### src/sv/cfe_pkg.sv
`timescale 1ns / 1ps
package cfe_pkg;

    // Token kinds
    localparam logic [3:0] KIND_INT   = 4'd0;
    localparam logic [3:0] KIND_BOOL  = 4'd1;
    localparam logic [3:0] KIND_BYTE  = 4'd2;
    localparam logic [3:0] KIND_LIST  = 4'd3;
    localparam logic [3:0] KIND_BIN   = 4'd4;
    localparam logic [3:0] KIND_SELEM = 4'd5;
    localparam logic [3:0] KIND_UVAR  = 4'd6;
    localparam logic [3:0] KIND_RAW   = 4'd7;
    localparam logic [3:0] KIND_START = 4'd8;
    localparam logic [3:0] KIND_STOP  = 4'd9;

    // Compact protocol type codes
    localparam logic [3:0] TYPE_TRUE   = 4'd1;
    localparam logic [3:0] TYPE_FALSE  = 4'd2;
    localparam logic [3:0] TYPE_I8     = 4'd3;
    localparam logic [3:0] TYPE_I16    = 4'd4;
    localparam logic [3:0] TYPE_I32    = 4'd5;
    localparam logic [3:0] TYPE_I64    = 4'd6;
    localparam logic [3:0] TYPE_BINARY = 4'd8;
    localparam logic [3:0] TYPE_LIST   = 4'd9;
    localparam logic [3:0] TYPE_STRUCT = 4'd12;

    // Integer size codes
    localparam logic [1:0] ISZ_I16 = 2'd0;
    localparam logic [1:0] ISZ_I32 = 2'd1;
    localparam logic [1:0] ISZ_I64 = 2'd2;

    localparam logic [7:0] STOP_BYTE = 8'h00;

    // Source of an emitted byte
    typedef enum logic [1:0] {
        SRC_HDR,
        SRC_VARINT,
        SRC_MID
    } cfe_src_t;

    // Which byte groups a token produces
    typedef struct packed {
        logic any;
        logic hdr;
        logic fidv;
        logic mid;
        logic tail;
    } cfe_plan_t;

    typedef struct packed {
        logic     load;
        logic     emit;
        cfe_src_t src;
        logic     last;
        logic     sr_step;
        logic     sr_tail;
    } cfe_cmd_t;

    typedef struct packed {
        cfe_plan_t plan_in;
        cfe_plan_t plan;
        logic      sr_more;
        logic      out_free;
    } cfe_stat_t;

endpackage

### src/sv/cfe_in_if.sv
`timescale 1ns / 1ps
interface cfe_in_if;
    logic               valid;
    logic               ready;
    logic [3:0]         kind;
    logic signed [15:0] fld_id;
    logic [1:0]         int_size;
    logic signed [63:0] value;
    logic [31:0]        count;
    logic [3:0]         element_type;

    modport source (
        output valid, kind, fld_id, int_size, value, count, element_type,
        input  ready
    );
    modport sink (
        input  valid, kind, fld_id, int_size, value, count, element_type,
        output ready
    );
endinterface

### src/sv/cfe_out_if.sv
`timescale 1ns / 1ps
interface cfe_out_if;
    logic       valid;
    logic       ready;
    logic [7:0] out_byte;
    logic       last;
    logic       error;

    modport source (
        output valid, out_byte, last, error,
        input  ready
    );
    modport sink (
        input  valid, out_byte, last, error,
        output ready
    );
endinterface

### src/sv/cfe_datapath.sv
`timescale 1ns / 1ps
module cfe_datapath #(
    parameter int NEST_DEPTH = 8
) (
    input  logic               clk,
    input  logic               rst_n,
    input  logic [3:0]         kind,
    input  logic signed [15:0] fld_id,
    input  logic [1:0]         int_size,
    input  logic signed [63:0] value,
    input  logic [31:0]        count,
    input  logic [3:0]         element_type,
    input  cfe_pkg::cfe_cmd_t  cmd,
    output cfe_pkg::cfe_stat_t stat,
    input  logic               out_ready,
    output logic               out_valid,
    output logic [7:0]         out_byte,
    output logic               out_last,
    output logic               out_error
);

    localparam int LVL_W = (NEST_DEPTH > 1) ? $clog2(NEST_DEPTH) : 1;
    localparam logic [LVL_W-1:0] LVL_TOP = LVL_W'(NEST_DEPTH - 1);

    // Saved last field ids of the enclosing levels; the current level's id
    // lives in cur_id_reg.
    logic [15:0] stack_mem [NEST_DEPTH];

    logic [LVL_W-1:0] level_reg, level_next;
    logic [15:0]      cur_id_reg, cur_id_next;
    logic             restore_reg, restore_next;
    logic             out_valid_reg, out_valid_next;
    logic [15:0]      rd_data_reg;

    cfe_pkg::cfe_plan_t plan_reg;
    logic [7:0]         hdr_byte_reg;
    logic [7:0]         mid_byte_reg;
    logic [63:0]        tail_reg;
    logic [63:0]        sr_reg;
    logic               err_reg;
    logic [7:0]         out_byte_reg;
    logic               out_last_reg;
    logic               out_err_reg;

    logic [16:0]        diff;
    logic               packed_hdr;
    logic [3:0]         type_code;
    logic [7:0]         hdr_byte;
    logic [16:0]        zz_fid;
    logic [63:0]        zz_value;
    logic [63:0]        tail_val;
    logic               count_big;
    logic [7:0]         mid_byte;
    logic               hdr_kind;
    logic               overflow;
    logic               mem_we;
    logic               mem_re;
    logic [LVL_W-1:0]   pop_addr;
    logic               sr_more;
    cfe_pkg::cfe_plan_t plan_in;

    // Decode of the item at the input.
    always_comb
    begin
        diff       = {fld_id[15], fld_id} - {cur_id_reg[15], cur_id_reg};
        packed_hdr = (diff[16:4] == 13'd0) && (diff[3:0] != 4'd0);
        hdr_kind   = (kind <= cfe_pkg::KIND_BIN) || (kind == cfe_pkg::KIND_START);
        count_big  = (count[31:4] != 28'd0) || (count[3:0] == 4'hf);
        zz_fid     = {fld_id, 1'b0} ^ {17{fld_id[15]}};
        zz_value   = {value[62:0], 1'b0} ^ {64{value[63]}};
        overflow   = (kind == cfe_pkg::KIND_START) && (level_reg == LVL_TOP);

        case (kind)
            cfe_pkg::KIND_INT:
            begin
                if (int_size == cfe_pkg::ISZ_I16)
                    type_code = cfe_pkg::TYPE_I16;
                else if (int_size == cfe_pkg::ISZ_I32)
                    type_code = cfe_pkg::TYPE_I32;
                else
                    type_code = cfe_pkg::TYPE_I64;
            end
            cfe_pkg::KIND_BOOL:  type_code = value[0] ? cfe_pkg::TYPE_TRUE
                                                      : cfe_pkg::TYPE_FALSE;
            cfe_pkg::KIND_BYTE:  type_code = cfe_pkg::TYPE_I8;
            cfe_pkg::KIND_LIST:  type_code = cfe_pkg::TYPE_LIST;
            cfe_pkg::KIND_BIN:   type_code = cfe_pkg::TYPE_BINARY;
            default:             type_code = cfe_pkg::TYPE_STRUCT;
        endcase
        hdr_byte = packed_hdr ? {diff[3:0], type_code} : {4'h0, type_code};

        case (kind)
            cfe_pkg::KIND_LIST: mid_byte = {(count_big ? 4'hf : count[3:0]), element_type};
            cfe_pkg::KIND_STOP: mid_byte = cfe_pkg::STOP_BYTE;
            default:            mid_byte = value[7:0];
        endcase

        if ((kind == cfe_pkg::KIND_INT) || (kind == cfe_pkg::KIND_SELEM))
            tail_val = zz_value;
        else
            tail_val = {32'd0, count};

        plan_in.any  = (kind <= cfe_pkg::KIND_STOP);
        plan_in.hdr  = hdr_kind;
        plan_in.fidv = hdr_kind && !packed_hdr;
        plan_in.mid  = (kind == cfe_pkg::KIND_BYTE) || (kind == cfe_pkg::KIND_LIST)
                    || (kind == cfe_pkg::KIND_RAW) || (kind == cfe_pkg::KIND_STOP);
        plan_in.tail = (kind == cfe_pkg::KIND_INT) || (kind == cfe_pkg::KIND_BIN)
                    || (kind == cfe_pkg::KIND_SELEM) || (kind == cfe_pkg::KIND_UVAR)
                    || ((kind == cfe_pkg::KIND_LIST) && count_big);
    end

    // Nesting state: updated when a transaction is accepted. A pop reads the
    // saved id from memory into rd_data_reg, and restore_reg then has it copied into cur_id_reg.
    always_comb
    begin
        level_next     = level_reg;
        cur_id_next    = cur_id_reg;
        restore_next   = 1'b0;
        mem_we         = 1'b0;
        mem_re         = 1'b0;
        pop_addr       = level_reg - LVL_W'(1);
        out_valid_next = out_valid_reg;

        if (restore_reg)
            cur_id_next = rd_data_reg;

        if (cmd.load)
        begin
            case (kind)
                cfe_pkg::KIND_INT, cfe_pkg::KIND_BOOL, cfe_pkg::KIND_BYTE,
                cfe_pkg::KIND_LIST, cfe_pkg::KIND_BIN:
                    cur_id_next = fld_id;
                cfe_pkg::KIND_START:
                begin
                    if (overflow)
                        cur_id_next = fld_id;
                    else
                    begin
                        mem_we      = 1'b1;
                        cur_id_next = 16'd0;
                        level_next  = level_reg + LVL_W'(1);
                    end
                end
                cfe_pkg::KIND_STOP:
                begin
                    if (level_reg != '0)
                    begin
                        mem_re       = 1'b1;
                        restore_next = 1'b1;
                        level_next   = pop_addr;
                    end
                    else
                        cur_id_next = 16'd0;
                end
                default:
                begin
                end
            endcase
        end

        if (cmd.emit)
            out_valid_next = 1'b1;
        else if (out_ready)
            out_valid_next = 1'b0;
    end

    always_ff @(posedge clk or negedge rst_n)
    begin
        if (!rst_n)
        begin
            level_reg     <= '0;
            cur_id_reg    <= 16'd0;
            restore_reg   <= 1'b0;
            out_valid_reg <= 1'b0;
        end
        else
        begin
            level_reg     <= level_next;
            cur_id_reg    <= cur_id_next;
            restore_reg   <= restore_next;
            out_valid_reg <= out_valid_next;
        end
    end

    always_ff @(posedge clk)
    begin
        if (mem_we)
            stack_mem[level_reg] <= fld_id;
        if (mem_re)
            rd_data_reg <= stack_mem[pop_addr];
    end

    assign sr_more = (sr_reg[63:7] != 57'd0);

    // Item registers and the varint shifter.
    always_ff @(posedge clk)
    begin
        if (cmd.load)
        begin
            plan_reg     <= plan_in;
            hdr_byte_reg <= hdr_byte;
            mid_byte_reg <= mid_byte;
            tail_reg     <= tail_val;
            err_reg      <= overflow;
            sr_reg       <= plan_in.fidv ? {47'd0, zz_fid} : tail_val;
        end
        else if (cmd.sr_tail)
            sr_reg <= tail_reg;
        else if (cmd.sr_step)
            sr_reg <= {7'd0, sr_reg[63:7]};

        if (cmd.emit)
        begin
            case (cmd.src)
                cfe_pkg::SRC_HDR:    out_byte_reg <= hdr_byte_reg;
                cfe_pkg::SRC_VARINT: out_byte_reg <= {sr_more, sr_reg[6:0]};
                default:             out_byte_reg <= mid_byte_reg;
            endcase
            out_last_reg <= cmd.last;
            out_err_reg  <= err_reg;
        end
    end

    assign stat.plan_in  = plan_in;
    assign stat.plan     = plan_reg;
    assign stat.sr_more  = sr_more;
    assign stat.out_free = !out_valid_reg || out_ready;

    assign out_valid = out_valid_reg;
    assign out_byte  = out_byte_reg;
    assign out_last  = out_last_reg;
    assign out_error = out_err_reg;

endmodule

### src/sv/cfe_ctrl.sv
`timescale 1ns / 1ps
module cfe_ctrl (
    input  logic               clk,
    input  logic               rst_n,
    input  logic               in_valid,
    output logic               in_ready,
    input  cfe_pkg::cfe_stat_t stat,
    output cfe_pkg::cfe_cmd_t  cmd
);

    typedef enum logic [2:0] {
        ST_IDLE,
        ST_HDR,
        ST_FIDV,
        ST_MID,
        ST_TAIL
    } state_t;

    state_t state_reg, state_next;

    always_comb
    begin
        state_next = state_reg;
        cmd        = '0;
        cmd.src    = cfe_pkg::SRC_HDR;
        in_ready   = (state_reg == ST_IDLE);

        case (state_reg)
            ST_IDLE:
            begin
                if (in_valid)
                begin
                    cmd.load = 1'b1;
                    if (stat.plan_in.any)
                    begin
                        if (stat.plan_in.hdr)
                            state_next = ST_HDR;
                        else if (stat.plan_in.mid)
                            state_next = ST_MID;
                        else
                            state_next = ST_TAIL;
                    end
                end
            end
            ST_HDR:
            begin
                if (stat.out_free)
                begin
                    cmd.emit = 1'b1;
                    cmd.src  = cfe_pkg::SRC_HDR;
                    cmd.last = !(stat.plan.fidv || stat.plan.mid || stat.plan.tail);
                    if (stat.plan.fidv)
                        state_next = ST_FIDV;
                    else if (stat.plan.mid)
                        state_next = ST_MID;
                    else if (stat.plan.tail)
                        state_next = ST_TAIL;
                    else
                        state_next = ST_IDLE;
                end
            end
            ST_FIDV:
            begin
                if (stat.out_free)
                begin
                    cmd.emit = 1'b1;
                    cmd.src  = cfe_pkg::SRC_VARINT;
                    if (stat.sr_more)
                        cmd.sr_step = 1'b1;
                    else
                    begin
                        // Field id done: bring the trailing value into the shifter.
                        cmd.sr_tail = 1'b1;
                        cmd.last    = !(stat.plan.mid || stat.plan.tail);
                        if (stat.plan.mid)
                            state_next = ST_MID;
                        else if (stat.plan.tail)
                            state_next = ST_TAIL;
                        else
                            state_next = ST_IDLE;
                    end
                end
            end
            ST_MID:
            begin
                if (stat.out_free)
                begin
                    cmd.emit   = 1'b1;
                    cmd.src    = cfe_pkg::SRC_MID;
                    cmd.last   = !stat.plan.tail;
                    state_next = stat.plan.tail ? ST_TAIL : ST_IDLE;
                end
            end
            ST_TAIL:
            begin
                if (stat.out_free)
                begin
                    cmd.emit = 1'b1;
                    cmd.src  = cfe_pkg::SRC_VARINT;
                    if (stat.sr_more)
                        cmd.sr_step = 1'b1;
                    else
                    begin
                        cmd.last   = 1'b1;
                        state_next = ST_IDLE;
                    end
                end
            end
            default:
                state_next = ST_IDLE;
        endcase
    end

    always_ff @(posedge clk or negedge rst_n)
    begin
        if (!rst_n)
            state_reg <= ST_IDLE;
        else
            state_reg <= state_next;
    end

endmodule

### src/sv/compact_field_encoder.sv
`timescale 1ns / 1ps
// A token's first byte passes through the item registers, then the output byte register.
// A token is taken only in idle, after the last byte of the one before is emitted; the single
// output byte register and the varint shifter (one byte per cycle unless stalled) set the pace.
// Reset clears the controller, the output valid, the nesting level and the top-level last field
// id; the id stack memory is not cleared, since every entry is written on push before it is read.
module compact_field_encoder #(
    parameter int NEST_DEPTH = 8
) (
    input  logic        clk,
    input  logic        rst_n,
    cfe_in_if.sink      token,
    cfe_out_if.source   stream
);

    cfe_pkg::cfe_cmd_t  cmd;
    cfe_pkg::cfe_stat_t stat;

    cfe_ctrl u_ctrl (
        .clk      (clk),
        .rst_n    (rst_n),
        .in_valid (token.valid),
        .in_ready (token.ready),
        .stat     (stat),
        .cmd      (cmd)
    );

    cfe_datapath #(
        .NEST_DEPTH (NEST_DEPTH)
    ) u_datapath (
        .clk          (clk),
        .rst_n        (rst_n),
        .kind         (token.kind),
        .fld_id       (token.fld_id),
        .int_size     (token.int_size),
        .value        (token.value),
        .count        (token.count),
        .element_type (token.element_type),
        .cmd          (cmd),
        .stat         (stat),
        .out_ready    (stream.ready),
        .out_valid    (stream.valid),
        .out_byte     (stream.out_byte),
        .out_last     (stream.last),
        .out_error    (stream.error)
    );

endmodule

### src/flat_wrapper.sv
// flat-port wrapper written by rule: the top's interface ports become plain ports
module compact_field_encoder_flat 
#(
    parameter int NEST_DEPTH = 8
)
  (clk, rst_n, token_valid, token_kind, token_fld_id, token_int_size, token_value, token_count, token_element_type, token_ready, stream_valid, stream_out_byte, stream_last, stream_error, stream_ready);
  cfe_in_if token_i ();
  cfe_out_if stream_i ();
  input  logic clk;
  input  logic rst_n;
  input wire logic [$bits(token_i.valid)-1:0] token_valid;
  input wire logic [$bits(token_i.kind)-1:0] token_kind;
  input wire logic [$bits(token_i.fld_id)-1:0] token_fld_id;
  input wire logic [$bits(token_i.int_size)-1:0] token_int_size;
  input wire logic [$bits(token_i.value)-1:0] token_value;
  input wire logic [$bits(token_i.count)-1:0] token_count;
  input wire logic [$bits(token_i.element_type)-1:0] token_element_type;
  output wire logic [$bits(token_i.ready)-1:0] token_ready;
  output wire logic [$bits(stream_i.valid)-1:0] stream_valid;
  output wire logic [$bits(stream_i.out_byte)-1:0] stream_out_byte;
  output wire logic [$bits(stream_i.last)-1:0] stream_last;
  output wire logic [$bits(stream_i.error)-1:0] stream_error;
  input wire logic [$bits(stream_i.ready)-1:0] stream_ready;
  assign token_i.valid = token_valid;
  assign token_i.kind = token_kind;
  assign token_i.fld_id = token_fld_id;
  assign token_i.int_size = token_int_size;
  assign token_i.value = token_value;
  assign token_i.count = token_count;
  assign token_i.element_type = token_element_type;
  assign token_ready = token_i.ready;
  assign stream_valid = stream_i.valid;
  assign stream_out_byte = stream_i.out_byte;
  assign stream_last = stream_i.last;
  assign stream_error = stream_i.error;
  assign stream_i.ready = stream_ready;
  compact_field_encoder #(.NEST_DEPTH(NEST_DEPTH)) u_core (.clk(clk), .rst_n(rst_n), .token(token_i), .stream(stream_i));
endmodule
### config.mk
export PLATFORM = sky130hd
export DESIGN_NAME = compact_field_encoder_flat
export DESIGN_NICKNAME = d
export VERILOG_FILES = /design/src/sv/cfe_pkg.sv /design/src/sv/cfe_in_if.sv /design/src/sv/cfe_out_if.sv /design/src/sv/cfe_datapath.sv /design/src/sv/cfe_ctrl.sv /design/src/sv/compact_field_encoder.sv /design/src/flat_wrapper.sv
export SDC_FILE = /design/constraint.sdc
export NUM_CORES = 1
export LEC_CHECK = 0
export ABC_AREA = 1
export BUFFER_PORTS_ARGS = -buffer_cell sky130_fd_sc_hd__buf_2
export CAP_MARGIN = 20
export CORE_MARGIN = 1.5
export CORE_UTILIZATION = 30
export CTS_CLUSTER_SIZE = 20
export DETAILED_ROUTE_END_ITERATION = 10
export PLACE_DENSITY = 0.5
export SLEW_MARGIN = 20
export SYNTH_ARGS = -nofsm -noshare
export SYNTH_HDL_FRONTEND = slang
export SYNTH_SLANG_ARGS = --single-unit
### constraint.sdc
create_clock -name clk -period 5 [get_ports clk]
set_input_delay 1 -clock clk [delete_from_list [all_inputs] [get_ports clk]]
set_output_delay 1 -clock clk [all_outputs]
set_load 0.005 [all_outputs]
* Word level (Yosys, flattened, before mapping)
Memory sizes are Yosys's and may differ from the RTL's. A register that Yosys moved wholly into a read port is not among the register bits.
Index checks and enable logic that the tools add are counted.
** Cells by class
- Muxes and demuxes :: 56
- Reduce and logical (&&, ||, !) cells :: 38
- Order comparisons :: 2
- Equal/unequal tests :: 27
- Add/subtract/negate cells :: 3
- Bitwise operators :: 2
** Operator list (number)
- 2-to-1 mux 64 bit :: 5
- 2-to-1 mux 16 bit :: 4
- XOR 64 bit :: 1
- nonzero test 57 bit :: 1
- one-hot mux 16 bit (3 select lines) :: 1
- 2-to-1 mux 3 bit :: 15
- one-hot mux 8 bit (2 select lines) :: 2
- nonzero test 28 bit :: 1
- one-hot mux 4 bit (5 select lines) :: 1
- subtractor 16 x 16 -> 17 bit :: 1
- XOR 17 bit :: 1
- equality test 4 x 3 -> 1 bit (second input constant) :: 4
- 2-to-1 mux 1 bit :: 16
- one-hot mux 4 bit (4 select lines) :: 1
- one-hot mux 3 bit (5 select lines) :: 1
- logical OR 1 bit :: 14
- logical NOT 13 bit :: 1
- equality test 4 bit (second input constant) :: 3
- 2-to-1 mux 4 bit :: 3
- != test 2 x 1 -> 1 bit (second input constant) :: 6
- equality test 4 x 2 -> 1 bit (second input constant) :: 2
- != test 2 bit (second input constant) :: 4
- AND reduction 8 bit :: 1
- equality test 3 x 2 -> 1 bit (second input constant) :: 2
- 23 further kinds :: 37
** Word-level totals
- Flip-flop bits (word level) :: 182
- Output and inout port bits :: 12
- Memory bits (writable) :: 128
- Bits of input ports :: 126
- Memories kept :: 1
- Word-level logic and storage cells :: 146
** Memory list
- u_core.u_datapath.stack_mem :: words 8, width 16, read ports 1, clocked after Yosys merged registers in 1, write ports 1, RTL line cfe_datapath.sv:27 : logic [15:0] stack_mem [NEST_DEPTH];

* Longest topological paths before layout
- Depth in word-level cells :: 9
- Gate-level depth with buffers :: 21
- Depth with buffers taken out :: 19

* By module
Synthesis repeated with hierarchy kept, for this count alone.
** Unflattened totals
- Cells, all modules :: 1665
- Area, all modules :: 16241.8 um^2
** Modules (own cells, without submodules)
- cfe_datapath :: area each 15818.9 um^2, instances 1, sequential area each 9654.3 um^2, cells each 1589
- cfe_ctrl :: area each 422.9 um^2, instances 1, sequential area each 75.1 um^2, cells each 76

* Worst setup path before layout
Ideal clock, no wire load.
- Path kind :: input port to flip-flop
- Start :: input token_valid
- End :: register u_core.u_datapath.err_reg (enable)
- Stages on the path :: 4
- Data required time :: 4519 ps
- Library setup time :: 481 ps
- Buffers on the path :: 2
- Arrival time :: 3857 ps
- Setup slack :: 662 ps
- Path through :: nand2_1 > inv_2 > buf_2 > buf_1
** RTL lines
- start, declared :: RTL line flat_wrapper.sv:11 : input wire logic [$bits(token_i.valid)-1:0] token_valid;
- end signal, assigned :: RTL line cfe_datapath.sv:205 : err_reg <= overflow;
- end, declared :: RTL line cfe_datapath.sv:40 : logic err_reg;

* Worst setup path in the final report
- Start :: input token_fld_id[0]
- End :: register u_core.u_datapath.sr_reg[13], data pin
** Between the ends
- Cells in the longest elaborated chain, start to end :: 7
- Elaborated cells on any way between the ends :: 8
- Classes of those cells :: add/sub: 1; mux: 2; reduce/logical: 5
** Ends and longest elaborated chain
- start, declared :: RTL line flat_wrapper.sv:13 : input wire logic [$bits(token_i.fld_id)-1:0] token_fld_id;
- subtractor 16 x 16 -> 17 bit * :: RTL line cfe_datapath.sv:65 : diff = {fld_id[15], fld_id} - {cur_id_reg[15], cur_id_reg};
- logical NOT 13 bit or nonzero test 4 bit (tied branches) :: RTL line cfe_datapath.sv:66 : packed_hdr = (diff[16:4] == 13'd0) && (diff[3:0] != 4'd0);
- logical AND 1 bit * :: RTL line cfe_datapath.sv:66
- logical NOT 1 bit * :: RTL line cfe_datapath.sv:105 : plan_in.fidv = hdr_kind && !packed_hdr;
- logical AND 1 bit * :: RTL line cfe_datapath.sv:105
- 2-to-1 mux 64 bit * :: RTL line cfe_datapath.sv:206 : sr_reg <= plan_in.fidv ? {47'd0, zz_fid} : tail_val;
- 2-to-1 mux 64 bit * :: RTL line cfe_datapath.sv:199 : if (cmd.load)
- end signal, assigned :: RTL line cfe_datapath.sv:206
- end signal, assigned :: RTL line cfe_datapath.sv:209 : sr_reg <= tail_reg;
- end signal, assigned :: RTL line cfe_datapath.sv:211 : sr_reg <= {7'd0, sr_reg[63:7]};
- end, declared :: RTL line cfe_datapath.sv:39 : logic [63:0] sr_reg;
Mark *: on every way between the ends. The rest lies on a longest branch, timed or not.
A chain may end at the register's enable or synchronous reset.

==> results.md <==
- The post-cts resize count is 0.
- The total number of vias is about 12,000.
- The register bit count reported by yosys is 326.
- After filler insertion, the fill cell instance count of the layout stands at 5,370.
- The simple-gate portion of the synthesized area is 0.1805.
- The total of hold buffers inserted after clock tree synthesis is 0.
- The number of max-slew violations in the final report is 0.
- The chip height is about 230 um.
- In the global route stage, met3 resource usage came out at 0.02596.
- The worst hold path passes through 0 cells.
- The most instantiated flip-flop cell in the synthesis netlist is edfxtp_1.
- The share of final-layout standard cells stronger than drive strength 1 is 0.1492.
- The final-report hold violation count came to 0.
- Clock skew on the completed layout was measured at around 0.023 ns.
- Of all flip-flops after synthesis, the portion carrying an async set or reset was 0.07362.
- Buffers added to address setup during post-CTS repair amount to 0.
- The terminus of the critical flop-to-flop path is u_core.u_datapath.sr_reg[41].
- Of the total synthesized cell area, the portion taken by XOR and XNOR cells is 0.02606.
- In this run the tightest slew margin relative to its limit is 0.3036.
- The register with the most flip-flops in the layout has ~130 of them.
- The maximum fanout encountered on the critical timing path is 23.
- The total global-route track usage is 0.1608.
- Counting I/O delays and the setup requirement, the final critical path takes 3.529 ns.
- The cell seen most often among critical-path stages is nand3_1.
- The cell family with the largest share of critical-path delay is simple AND/OR/NAND/NOR gates.
- The worst hold path begins at u_core.u_datapath.err_reg.
- In this run the deepest clock path goes through 3 buffers.
- The combinational share of power is 0.337.
- The stage delay of the slowest cell on the critical path is 0.41 ns.
- Once detail routing completed, the nets flagged for antenna violations numbered 0.
- STA classifies the critical path endpoint as a register.
- The largest family of logic cells by synthesized area is simple AND/OR/NAND/NOR gates.
- The number of clock buffers inserted by TritonCTS is 38.
- The worst hold path terminates at u_core.u_datapath.out_error.
- Setup repair after global routing left no endpoint under its margin.
- The flow ran to the end, and the final reports show no timing, DRC or antenna violations.
- The wire length of the first global-routing pass is 69.30 mm.
- Across the VDD grid, the largest voltage drop is 332.2 uV.
- The count of standard-cell rows is 84.
- The worst reg-to-reg path cell count is 9.
- The final cell utilization of the core is 0.3548.
- The ratio of final minimum period to clock period is 0.7058.
- Walking the worst path, the cells encountered are buf_2 -> inv_1 -> ha_1 -> fa_1 -> inv_1 -> nand2_1 -> nand2_1 -> nand3_1 -> nand2_1 -> nand3_1 -> nand3_1 -> nand3_1 -> nor2_1 -> nand3_1 -> nand2_2 -> buf_4 -> nand2_1 -> nand3_1 -> nand2_1.
- The cell area after synthesis is between 0.015 and 0.02 mm^2.
- Counting every sink on the clock net gives between 300 and 400.
- The internal power is 6438 uW.
- The overall die width is 234.9 um.
- The floorplan step defined a die boundary enclosing approximately 0.055 mm^2.
- The region available for standard cell placement spans 0.05287 mm^2.
- The number of global-route vias before repair was between 10,000 and 15,000.
- The critical path arrival is 3.82 ns.
- The slowest stage of the critical path is the fa_1 cell.
- Summed over all nets, the half-perimeter wirelength after detailed placement is about 30 mm.
- The initial antenna violation count was 0.
- The compound-cell area share of the yosys netlist was 0.1168.
- The net count of the mapped netlist is 1,813.
- The number of I/O port buffers is 137.
- The proportion of synthesized chip area in sequential cells is 0.5994.
- For the final routed database, the setup TNS stands at 0 ns.
- The root buffer cell chosen for the clock tree is clkbuf_16.
- The mean area per synthesized cell is 9.683 um^2.
- In this run the critical register-to-register path is launched from u_core.u_ctrl.state_reg[2].
- The achievable clock frequency is ~280 MHz.
- The worst setup path is launched from an input port.
- For this run the aggregate overflow at the end of global routing stands at 0.
- The detail-routed net length per standard cell is 17.96 um.
- In this run, distinct cell masters in the synthesized netlist total 41.
- The final-stage net count is 1,935.
- The number of vias per cell is approximately 5.
- Before antenna repair, the detailed router went through 5 iterations.
- TritonCTS built the clock tree.
- The boundary pin count is roughly 140.
- Of the total power, the clock network draws 0.257.
- The adder and majority gate portion of the synthesized area is 0.01675.
- After detailed routing, the total wire length is 44.89 mm.
- In the global route stage, met1 resource usage came out at 0.2153.
- The synthesized design contains 302 enable-type register cells.
- Clock-pin slew was measured on the worst setup and hold paths at 0.06 ns.
- The category of the most critical setup path is input port to register.
- The H-tree depth reported by CTS is 2.
- Entering global routing, the biggest net connects 67 pins.
- In this run the static leakage power is 0.007370 uW.
- After synthesis, the share of cell area in mux cells is 0.
- The worst-skew pair later-pin latency is approximately 0.55 ns.
- Setup violations remaining at the end of the flow were counted as 0.
- The met2 track demand over resource is 0.2664.
- For this run, design rule violations remaining after detail routing come to 0.
- Across the run, the number of max-cap violations was 0.
- The layer flagged by global routing as most heavily used is met2.
- Power comes to 10,170 uW.
- Of the total power, the share spent switching nets is 0.3668.
- Counting both buffers and inverters, the worst setup path holds a total of 4.
- During synthesis, Yosys emitted a total of 0 warnings.
- The worst-case register-to-register setup slack is 1.81 ns.
- At the pin with the least slew margin, the transition time is 1.044 ns.
- Dividing total power by cell area gives a power density of ~540 mW/mm^2.
- After technology mapping, the gate count stands at 1,666.
- Compared with the post-synthesis result, the final layout area differs by 16.26%.
- Of the total power, registers draw 0.406.
- At the end of routability-driven placement, the weighted congestion stood at approximately 0.82.
- Summed over all nets, the switching power comes to 3730 uW.
- The required time of the worst setup path is about 5.3 ns.
- In this run the worst hold path is classified as register to register.
- The initial core utilization is 0.3051.
- After the first detailed-routing iteration, the DRC count stood at ~1,000.
==> worst max-delay path by stage <==
stage	startpoint	slack (ns)	cells after the start	endpoint
after floorplan	token_valid	0.66	4	u_core.u_datapath.err_reg
after global placement	token_fld_id[0]	0.93	19	u_core.u_datapath.sr_reg[14]
after detailed placement	token_fld_id[0]	0.90	19	u_core.u_datapath.sr_reg[13]
after CTS	token_fld_id[0]	1.47	19	u_core.u_datapath.sr_reg[13]
after global routing	token_fld_id[0]	1.19	19	u_core.u_datapath.sr_reg[13]
final	token_fld_id[0]	1.47	19	u_core.u_datapath.sr_reg[13]
==> per-stage QoR <==
stage | setup WS, ns | cell area (um^2) | instances | hold slack [ns]
3_5_place_dp | 0.9046 | 17620 | 2436 | 0.4057
6_report | 1.471 | 18750 | 2499 | 0.4285
4_1_cts | 1.469 | 18750 | 2498 | 0.4294
2_1_floorplan | 0.6615 | 16130 | 1666 | 0.4003
3_3_place_gp | 0.9344 | 17620 | 2436 | 0.4071
5_1_grt | 1.188 | 18750 | 2498 | 0.4555
==> cell usage in the layout, fill, tap and decap left out, types with 6 or more instances in the layout <==
cell,netlist,final
a21oi_1,61,60
a31oi_1,45,45
buf_2,6,137
buf_4,1,32
clkbuf_16,0,39
clkinv_1,1,11
dfrtp_1,24,23
edfxtp_1,302,302
ha_1,20,20
inv_1,155,155
nand2_1,284,283
nand3_1,129,128
nand4_1,10,10
nor2_1,183,181
nor3_2,0,8
nor4_1,17,17
o211ai_1,6,6
o21ai_0,178,178
o21ai_1,15,14
o22ai_1,31,31
or2_2,34,34
xnor2_1,34,34
xor2_1,14,14
==> synthesized netlist by cell type (24+ instances only) <==
cell	instances	area [um^2]
a21oi_1	61	305.3
a31oi_1	45	281.5
clkbuf_1	68	255.2
dfrtp_1	24	600.6
edfxtp_1	302	9069
inv_1	155	581.8
nand2_1	284	1066
nand3_1	129	645.6
nor2_1	183	686.9
o21ai_0	178	890.9
o22ai_1	31	193.9
or2_2	34	212.7
xnor2_1	34	297.8
==> power by group through the flow <==
stage	Clock (uW)	Sequential [uW]	Combinational [uW]
floorplan	0	4090	2400
global placement	0	4180	3450
detailed placement	0	4180	3470
CTS	2670	4140	3480
global route	2770	4190	3890
finish	2610	4130	3430
==> worst reg2reg max path, delay by kind of cell (launching register included) <==
family,cells,cell delay (ns)
AND/OR/NAND/NOR,6,1.06
flip-flops,1,0.43
buffers and inverters,3,1.28
==> per-layer routing <==
metal / share of wire / wire length (um)
met3: 0.049 / 2204
met5: 0 / 0
met4: 0.026 / 1176
met1: 0.46 / 20480
met2: 0.47 / 21030
==> kinds of logic after synthesis <==
kind of cell | after synthesis
AO/OA/AOI/OAI | 347
XOR/XNOR | 48
adder cells (fa/ha/maj) | 21
buffers and inverters | 245
flip-flops | 326
AND/OR/NAND/NOR | 679
==> final cells by class <==
class	instances	area (um^2)	share of cell area
Sequential cell	326	9671	0.5156
Multi-Input combinational cell	1095	5564	0.2967
Clock buffer	44	994.7	0.05304
Timing Repair Buffer	169	925.9	0.04937
Tap cell	688	860.8	0.04590
Inverter	158	598.1	0.03189
Clock inverter	18	137.6	0.007339
Antenna cell	1	2.502	0.0001334
(Power assumes the default switching activity.)
